[config.mk]
export PLATFORM = sky130hd
export DESIGN_NAME = encoder_angle_speed_estimator_core
export DESIGN_NICKNAME = d
export VERILOG_FILES = /design/src/sv/easp_pkg.sv /design/src/sv/encoder_angle_speed_estimator_core.sv
export SDC_FILE = /design/constraint.sdc
export NUM_CORES = 1
export LEC_CHECK = 0
export BUFFER_PORTS_ARGS = -buffer_cell sky130_fd_sc_hd__buf_2
export CAP_MARGIN = 20
export CORE_AREA = 2 2 246 127
export CTS_CLUSTER_DIAMETER = 40
export DETAILED_ROUTE_END_ITERATION = 7
export DIE_AREA = 0 0 248 129
export PLACE_DENSITY = 0.83
export SYNTH_ARGS = -nofsm -noshare
export SYNTH_HDL_FRONTEND = slang
export SYNTH_SLANG_ARGS = --single-unit
[constraint.sdc]
create_clock -name aclk -period 7.1 [get_ports aclk]
set_clock_uncertainty 0.05 [all_clocks]
set_input_delay 1.065 -clock aclk [delete_from_list [all_inputs] [get_ports aclk]]
set_output_delay 1.065 -clock aclk [all_outputs]
set_load 0.01 [all_outputs]
[src/sv/easp_pkg.sv]
`timescale 1ns / 1ps
// ----------------------------------------------------------------------------
// easp_pkg
// Widths, reset values, speed gain and limit, and register indexes of the encoder speed estimator.
// ----------------------------------------------------------------------------
package easp_pkg;

    localparam int ANGLE_W = 12;
    localparam int TIMER_W = 16;
    localparam int SPEED_W = 22;
    localparam int TURN_W  = 16;
    localparam int CFG_W   = 12;
    localparam int IDX_W   = 2;

    localparam int NUM_W   = 23;
    localparam int DEN_W   = 18;
    localparam int CNT_W   = 5;

    localparam logic [NUM_W-1:0]   SPEED_GAIN = NUM_W'(2000);
    localparam logic [SPEED_W-1:0] SPEED_MAX  = SPEED_W'(1566000);

    localparam logic [CFG_W-1:0]  FULL_TURN_RST = CFG_W'(3600);
    localparam logic [CFG_W-1:0]  WRAP_THR_RST  = CFG_W'(1250);
    localparam logic [CFG_W-1:0]  MIN_STEP_RST  = CFG_W'(30);
    localparam logic [CFG_W-1:0]  MAX_JUMP_RST  = CFG_W'(200);
    localparam logic [TURN_W-1:0] TURN_RST      = TURN_W'(32000);

    typedef enum logic [IDX_W-1:0] {
        CFG_FULL_TURN = 2'd0,
        CFG_WRAP_THR  = 2'd1,
        CFG_MIN_STEP  = 2'd2,
        CFG_MAX_JUMP  = 2'd3
    } cfg_idx_t;

endpackage

[src/sv/encoder_angle_speed_estimator_core.sv]
`timescale 1ns / 1ps
// ----------------------------------------------------------------------------
// encoder_angle_speed_estimator_core
// Absolute encoder speed and turn count estimator with bit-serial divider.
// ----------------------------------------------------------------------------
// One beat in, one beat out. A sample is taken when s_ready is high. S_STEP
// does step and wrap, S_JUMP the jump check, S_LOAD the divider load; then a
// restoring divider gives one quotient bit per cycle and S_FIN saturation and
// sign before the m_ result beat; a step below min_step skips from S_JUMP to
// a zero-speed result. One sample is held at a time; s_ready returns the
// cycle after the result beat is taken. The user must write registers through
// cfg_we / cfg_idx / cfg_data while no sample is in flight (not enforced).
// ----------------------------------------------------------------------------
module encoder_angle_speed_estimator_core (
    input  logic                                aclk,
    input  logic                                aresetn,

    input  logic                                cfg_we,
    input  logic [easp_pkg::IDX_W-1:0]          cfg_idx,
    input  logic [easp_pkg::CFG_W-1:0]          cfg_data,

    input  logic                                s_valid,
    output logic                                s_ready,
    input  logic [easp_pkg::ANGLE_W-1:0]        s_prev_angle,
    input  logic [easp_pkg::ANGLE_W-1:0]        s_new_angle,
    input  logic [easp_pkg::TIMER_W-1:0]        s_timer_now,
    input  logic                                s_reverse,

    output logic                                m_valid,
    input  logic                                m_ready,
    output logic signed [easp_pkg::SPEED_W-1:0] m_speed,
    output logic [easp_pkg::TURN_W-1:0]         m_turn_count,
    output logic                                m_below_min
);
    import easp_pkg::*;

    typedef enum logic [2:0] {
        S_IDLE,
        S_STEP,
        S_JUMP,
        S_LOAD,
        S_DIV,
        S_FIN,
        S_OUT
    } state_t;

    state_t               state_reg;

    logic [CFG_W-1:0]     full_turn_reg;
    logic [CFG_W-1:0]     wrap_thr_reg;
    logic [CFG_W-1:0]     min_step_reg;
    logic [CFG_W-1:0]     max_jump_reg;

    logic [TIMER_W-1:0]   last_timer_reg;
    logic [ANGLE_W-1:0]   last_step_reg;
    logic [TURN_W-1:0]    turn_counter_reg;

    logic [TIMER_W-1:0]   dt_reg;
    logic [ANGLE_W-1:0]   d_reg;
    logic                 up_reg;
    logic                 rev_reg;
    logic [ANGLE_W-1:0]   step_reg;

    logic [NUM_W-1:0]     num_reg;
    logic [DEN_W-1:0]     den_reg;
    logic [DEN_W-1:0]     rem_reg;
    logic [CNT_W-1:0]     cnt_reg;

    logic signed [SPEED_W-1:0] speed_reg;
    logic                 below_reg;

    logic                 s_fire;
    logic                 up_in;
    logic                 timer_ahead;
    logic [TIMER_W-1:0]   dt_in;
    logic [ANGLE_W-1:0]   d_in;
    logic [ANGLE_W-1:0]   step_in;
    logic                 wrap;
    logic                 below;
    logic [ANGLE_W-1:0]   jump_diff;
    logic [ANGLE_W-1:0]   step_sel;
    logic [DEN_W:0]       rem_shift;
    logic [DEN_W:0]       rem_sub;
    logic                 q_bit;
    logic [DEN_W-1:0]     rem_next;
    logic [NUM_W-1:0]     num_next;
    logic [SPEED_W-1:0]   mag;

    assign s_ready      = (state_reg == S_IDLE);
    assign s_fire       = s_valid && s_ready;
    assign m_valid      = (state_reg == S_OUT);
    assign m_speed      = speed_reg;
    assign m_turn_count = turn_counter_reg;
    assign m_below_min  = below_reg;

    always_comb begin
        up_in       = s_new_angle > s_prev_angle;
        d_in        = up_in ? s_new_angle - s_prev_angle : s_prev_angle - s_new_angle;
        timer_ahead = s_timer_now > last_timer_reg;
        // non-advancing timer: 0xFFFF + now - last, i.e. one less than the raw difference
        dt_in       = s_timer_now - last_timer_reg - TIMER_W'(!timer_ahead);

        wrap        = d_reg > wrap_thr_reg;
        step_in     = wrap ? full_turn_reg - d_reg : d_reg;

        below       = step_reg < min_step_reg;
        jump_diff   = (step_reg > last_step_reg) ? step_reg - last_step_reg
                                                 : last_step_reg - step_reg;
        step_sel    = (jump_diff > max_jump_reg) ? last_step_reg : step_reg;

        // restoring step; a zero divisor yields all ones, which saturates
        rem_shift   = {rem_reg, num_reg[NUM_W-1]};
        rem_sub     = rem_shift - {1'b0, den_reg};
        q_bit       = !rem_sub[DEN_W];
        rem_next    = q_bit ? rem_sub[DEN_W-1:0] : rem_shift[DEN_W-1:0];
        num_next    = {num_reg[NUM_W-2:0], q_bit};

        mag         = (num_reg > NUM_W'(SPEED_MAX)) ? SPEED_MAX : num_reg[SPEED_W-1:0];
    end

    always_ff @(posedge aclk) begin
        if (!aresetn) begin
            state_reg        <= S_IDLE;
            full_turn_reg    <= FULL_TURN_RST;
            wrap_thr_reg     <= WRAP_THR_RST;
            min_step_reg     <= MIN_STEP_RST;
            max_jump_reg     <= MAX_JUMP_RST;
            last_timer_reg   <= '0;
            last_step_reg    <= '0;
            turn_counter_reg <= TURN_RST;
        end else begin
            if (cfg_we) begin
                case (cfg_idx_t'(cfg_idx))
                    CFG_FULL_TURN: full_turn_reg <= cfg_data;
                    CFG_WRAP_THR:  wrap_thr_reg  <= cfg_data;
                    CFG_MIN_STEP:  min_step_reg  <= cfg_data;
                    CFG_MAX_JUMP:  max_jump_reg  <= cfg_data;
                    default: ;
                endcase
            end

            case (state_reg)
                S_IDLE: begin
                    if (s_fire) begin
                        up_reg         <= up_in;
                        d_reg          <= d_in;
                        dt_reg         <= dt_in;
                        rev_reg        <= s_reverse;
                        last_timer_reg <= s_timer_now;
                        state_reg      <= S_STEP;
                    end
                end
                S_STEP: begin
                    step_reg <= step_in;
                    if (wrap) begin
                        turn_counter_reg <= up_reg ? turn_counter_reg + TURN_W'(1)
                                                   : turn_counter_reg - TURN_W'(1);
                    end
                    state_reg <= S_JUMP;
                end
                S_JUMP: begin
                    if (below) begin
                        speed_reg <= '0;
                        below_reg <= 1'b1;
                        state_reg <= S_OUT;
                    end else begin
                        step_reg      <= step_sel;
                        last_step_reg <= step_sel;
                        below_reg     <= 1'b0;
                        state_reg     <= S_LOAD;
                    end
                end
                S_LOAD: begin
                    num_reg   <= NUM_W'(step_reg) * SPEED_GAIN;
                    den_reg   <= DEN_W'(dt_reg) + (DEN_W'(dt_reg) << 1);
                    rem_reg   <= '0;
                    cnt_reg   <= CNT_W'(NUM_W - 1);
                    state_reg <= S_DIV;
                end
                S_DIV: begin
                    num_reg <= num_next;
                    rem_reg <= rem_next;
                    cnt_reg <= cnt_reg - CNT_W'(1);
                    if (cnt_reg == '0) begin
                        state_reg <= S_FIN;
                    end
                end
                S_FIN: begin
                    speed_reg <= rev_reg ? -$signed(mag) : $signed(mag);
                    state_reg <= S_OUT;
                end
                S_OUT: begin
                    if (m_ready) begin
                        state_reg <= S_IDLE;
                    end
                end
                default: state_reg <= S_IDLE;
            endcase
        end
    end

    // one sample in flight: never ready for input while a result is pending
    a_one_in_flight: assert property (@(posedge aclk) disable iff (!aresetn)
        !(s_ready && m_valid))
        else $error("input ready while result pending");

    a_below_zero: assert property (@(posedge aclk) disable iff (!aresetn)
        m_valid && m_below_min |-> m_speed == '0)
        else $error("below-min result with nonzero speed");

    a_speed_bound: assert property (@(posedge aclk) disable iff (!aresetn)
        m_valid |-> (m_speed <= $signed(SPEED_MAX)) && (m_speed >= -$signed(SPEED_MAX)))
        else $error("speed outside saturation range");

    a_turn_only_in_step: assert property (@(posedge aclk) disable iff (!aresetn)
        $past(aresetn) && $past(state_reg) != S_STEP |-> $stable(turn_counter_reg))
        else $error("turn counter moved outside step phase");

    a_div_length: assert property (@(posedge aclk) disable iff (!aresetn)
        state_reg == S_LOAD |=> state_reg == S_DIV && cnt_reg == CNT_W'(NUM_W - 1))
        else $error("divider not loaded with full count");

endmodule
==> results.md <==
* Least-Margin Pin Slew at 1.10 ns
* Static leakage at 0.00893 µW
* Grt ovf at 0
* Maximum number of pins on one net before global-route repair at 83
* Hold Fails Final Rpt at 0
* Via density at 6.12
* Area added between synthesis and finish at 10.3%
* CTS H-tree lvls at 1
* CTS sink count at 224
* Final Slew Violations at 0
* Vias in the first global route at 15.0k
* Status: complete, no violations
* Syn Area/Cell at 8.86 µm²
* Chip Width at 248 µm
* Synth Register Bits at 224
* IO Count at 101
* Util after Layout at 0.688
* CP arrival at 6.34 ns
* CTS tree: yes
* Setup TNS at 0 ns
* Hold Crit Class: reg -> reg
* Wirelength, routed at 50.3 mm
* Most common cell after layout, fill and taps aside: inv_1
* Row count at 45
* DP HPWL at 38.5 mm
* Postcts setup bufs at 0
* CP endpoint kind: register
* Crit Path Category: reg -> reg
* TritonRoute pass-1 iters at 5
* Die H at 129 µm
* Global-route wire length before repair at 80.0 mm
* RePlAce Congestion at 0.949
* Max Cap Violations at 0
* Synthesis warning total at 0
* Fmax at 164 MHz
* Initial antenna violation count at 1
* Period minus WS final at 6.10 ns
* Post-synth EDFFs at 129
* Max FFs per register at 23
* Cell Pwr Density at 284 nW/µm²
* Wire length per cell at 19.4 µm
* Final cell area excluding filler cells at 20500 µm²
* CTS buffer count at 28
* FILL cells at 2273
* Number of port buffers at 100
* Antenna Nets Post-Route at 0
* Sequential area share after synthesis at 0.311
* Clock Path Buffers at 3
* Post-synth ARST share at 0
* Post-synth net total at 2438
* Req. time, crit path at 7.34 ns
* CTS root buf: clkbuf_16
* Multi-input gate area at 11500 µm²
* Worst IR Drop VDD at 0.270 mV
* Post-DP Area at 19400 µm²
* Synth Instances at 2098
* RSZ-0062 raised after global routing: false
* Iteration-0 DRC Markers at 1671
* Final setup fails at 0
* Crit path max fanout at 17
* Sequential cell area at 5780 µm²
* CTS Hold Bufs at 0
* Core region area at 29800 µm²
* Cell area after synthesis at 18600 µm²
* Clk_lat worst skew at 0.57 ns
* Starting density of the core at 0.624
* DRC viols at 0
* Total track usage at 0.317
* Post-CTS Resized at 0
* Die ar. at 32000 µm²
* Synth cell types at 87
* Clock slew at reported path FFs at 0.07 ns
* Final period util at 0.859
* Share of cells above drive strength 1 at 0.107
* Startpoint types: register
* Vias at 15.9k
* Max_slew headroom at 0.267
* Nets at 2515
* Ys flop type: edfxtp_1
* Commonest non-fill, non-tap cells in the layout: 267 x inv_1, 234 x nand2_1, 232 x ha_1
## cells in the mapped netlist, drive strengths merged (7+ instances only)
cell | count | area share
inv | 267 | 0.054
nand2 | 234 | 0.047
ha | 232 | 0.16
a21oi | 148 | 0.041
edfxtp | 129 | 0.21
nor2 | 107 | 0.022
dfxtp | 95 | 0.10
o21ai | 93 | 0.025
a21boi | 64 | 0.026
xnor2 | 59 | 0.028
clkbuf | 55 | 0.011
fa | 48 | 0.052
nand3 | 45 | 0.015
nor3 | 45 | 0.012
a21o | 36 | 0.015
mux2i | 26 | 0.014
o211ai | 26 | 0.011
xor2 | 26 | 0.012
a211oi | 24 | 0.010
nor2b | 24 | 0.0085
o21a | 24 | 0.0097
and3 | 22 | 0.0077
and2 | 21 | 0.0071
nand4 | 20 | 0.0067
nand2b | 18 | 0.0061
or3 | 17 | 0.0061
nor4 | 16 | 0.0062
or2 | 15 | 0.0050
a31oi | 14 | 0.0047
buf | 12 | 0.0044
o31ai | 12 | 0.0056
o21bai | 9 | 0.0036
a31o | 8 | 0.0038
o311ai | 8 | 0.0046
a2111oi | 7 | 0.0034
and4 | 7 | 0.0033
mux2 | 7 | 0.0042
o31a | 7 | 0.0038
## area by class of cell
class	count	area share
multi-input cells	1540	0.563
flip-flops and latches	224	0.282
inverters	267	0.0489
clock buffers	31	0.0362
repair buffers	114	0.0302
well taps	399	0.0244
clock inverters	21	0.0157
diodes	1	0.000122
## power by group
part	switching (µW)	leakage (µW)	internal [µW]
Sequential	88.3	0.00195	1560
Clock	655	0.000519	994
Combinational	1460	0.00645	1070
## critical path, cell delays in order (launching register included)
cell       delay [ns]
edfxtp_1         0.56
ha_1             0.40
a21o_1           0.17
a211oi_1         0.64
a221oi_1         0.42
a221oi_1         0.46
o311ai_2         0.18
a2111oi_0        0.54
o21ai_1          0.13
xor2_1           0.16
ha_1             0.29
nand4_1          0.11
or2_2            0.33
a21oi_1          0.15
o22a_1           0.60
buf_4            0.28
nor2_1           0.05
a211oi_1         0.21
a21oi_1          0.07
## metrics by stage
step                      hold WS, ns  instances  power, µW  worst slack (ns)
after CTS                       0.418       2595       5800              1.08
after detailed placement        0.408       2543       4140              1.12
after floorplan                 0.383       2098       3550              1.78
after global placement          0.402       2543       4020              1.24
after global routing            0.438       2596       6200             0.568
final                           0.418       2597       5830              1.00
## metal layers
layer  vias up  part of all wire  GRT usage
met5         -                 0          0
met4         0             0.015     0.0581
met3        62              0.12     0.0991
met2       769              0.40      0.444
met1      7538              0.47      0.480
li1       7535                 -          -
## path summary, 6_finish.rpt
kind                                   endpoint       startpoint  depth (start not counted)  slack, ns
worst max-delay path                step_reg[3]      step_reg[9]                         18       1.00
worst max register to register      step_reg[3]      step_reg[9]                         18       1.00
worst min-delay path            min_step_reg[9]  min_step_reg[9]                          2       0.42
worst min register to register  min_step_reg[9]  min_step_reg[9]                          2       0.42
## logic make-up after synthesis
| logic type | after synthesis | share of synthesized area |
|---|---|---|
| DFF | 224 | 0.311 |
| buffers and inverters | 334 | 0.0696 |
| and+or+nand+nor | 611 | 0.162 |
| muxes | 33 | 0.0182 |
| adders and majority gates | 280 | 0.208 |
| xor gates and xnor gates | 85 | 0.0401 |
| AOI/OAI and AO/OA | 531 | 0.192 |
(Power assumes the default switching activity.)
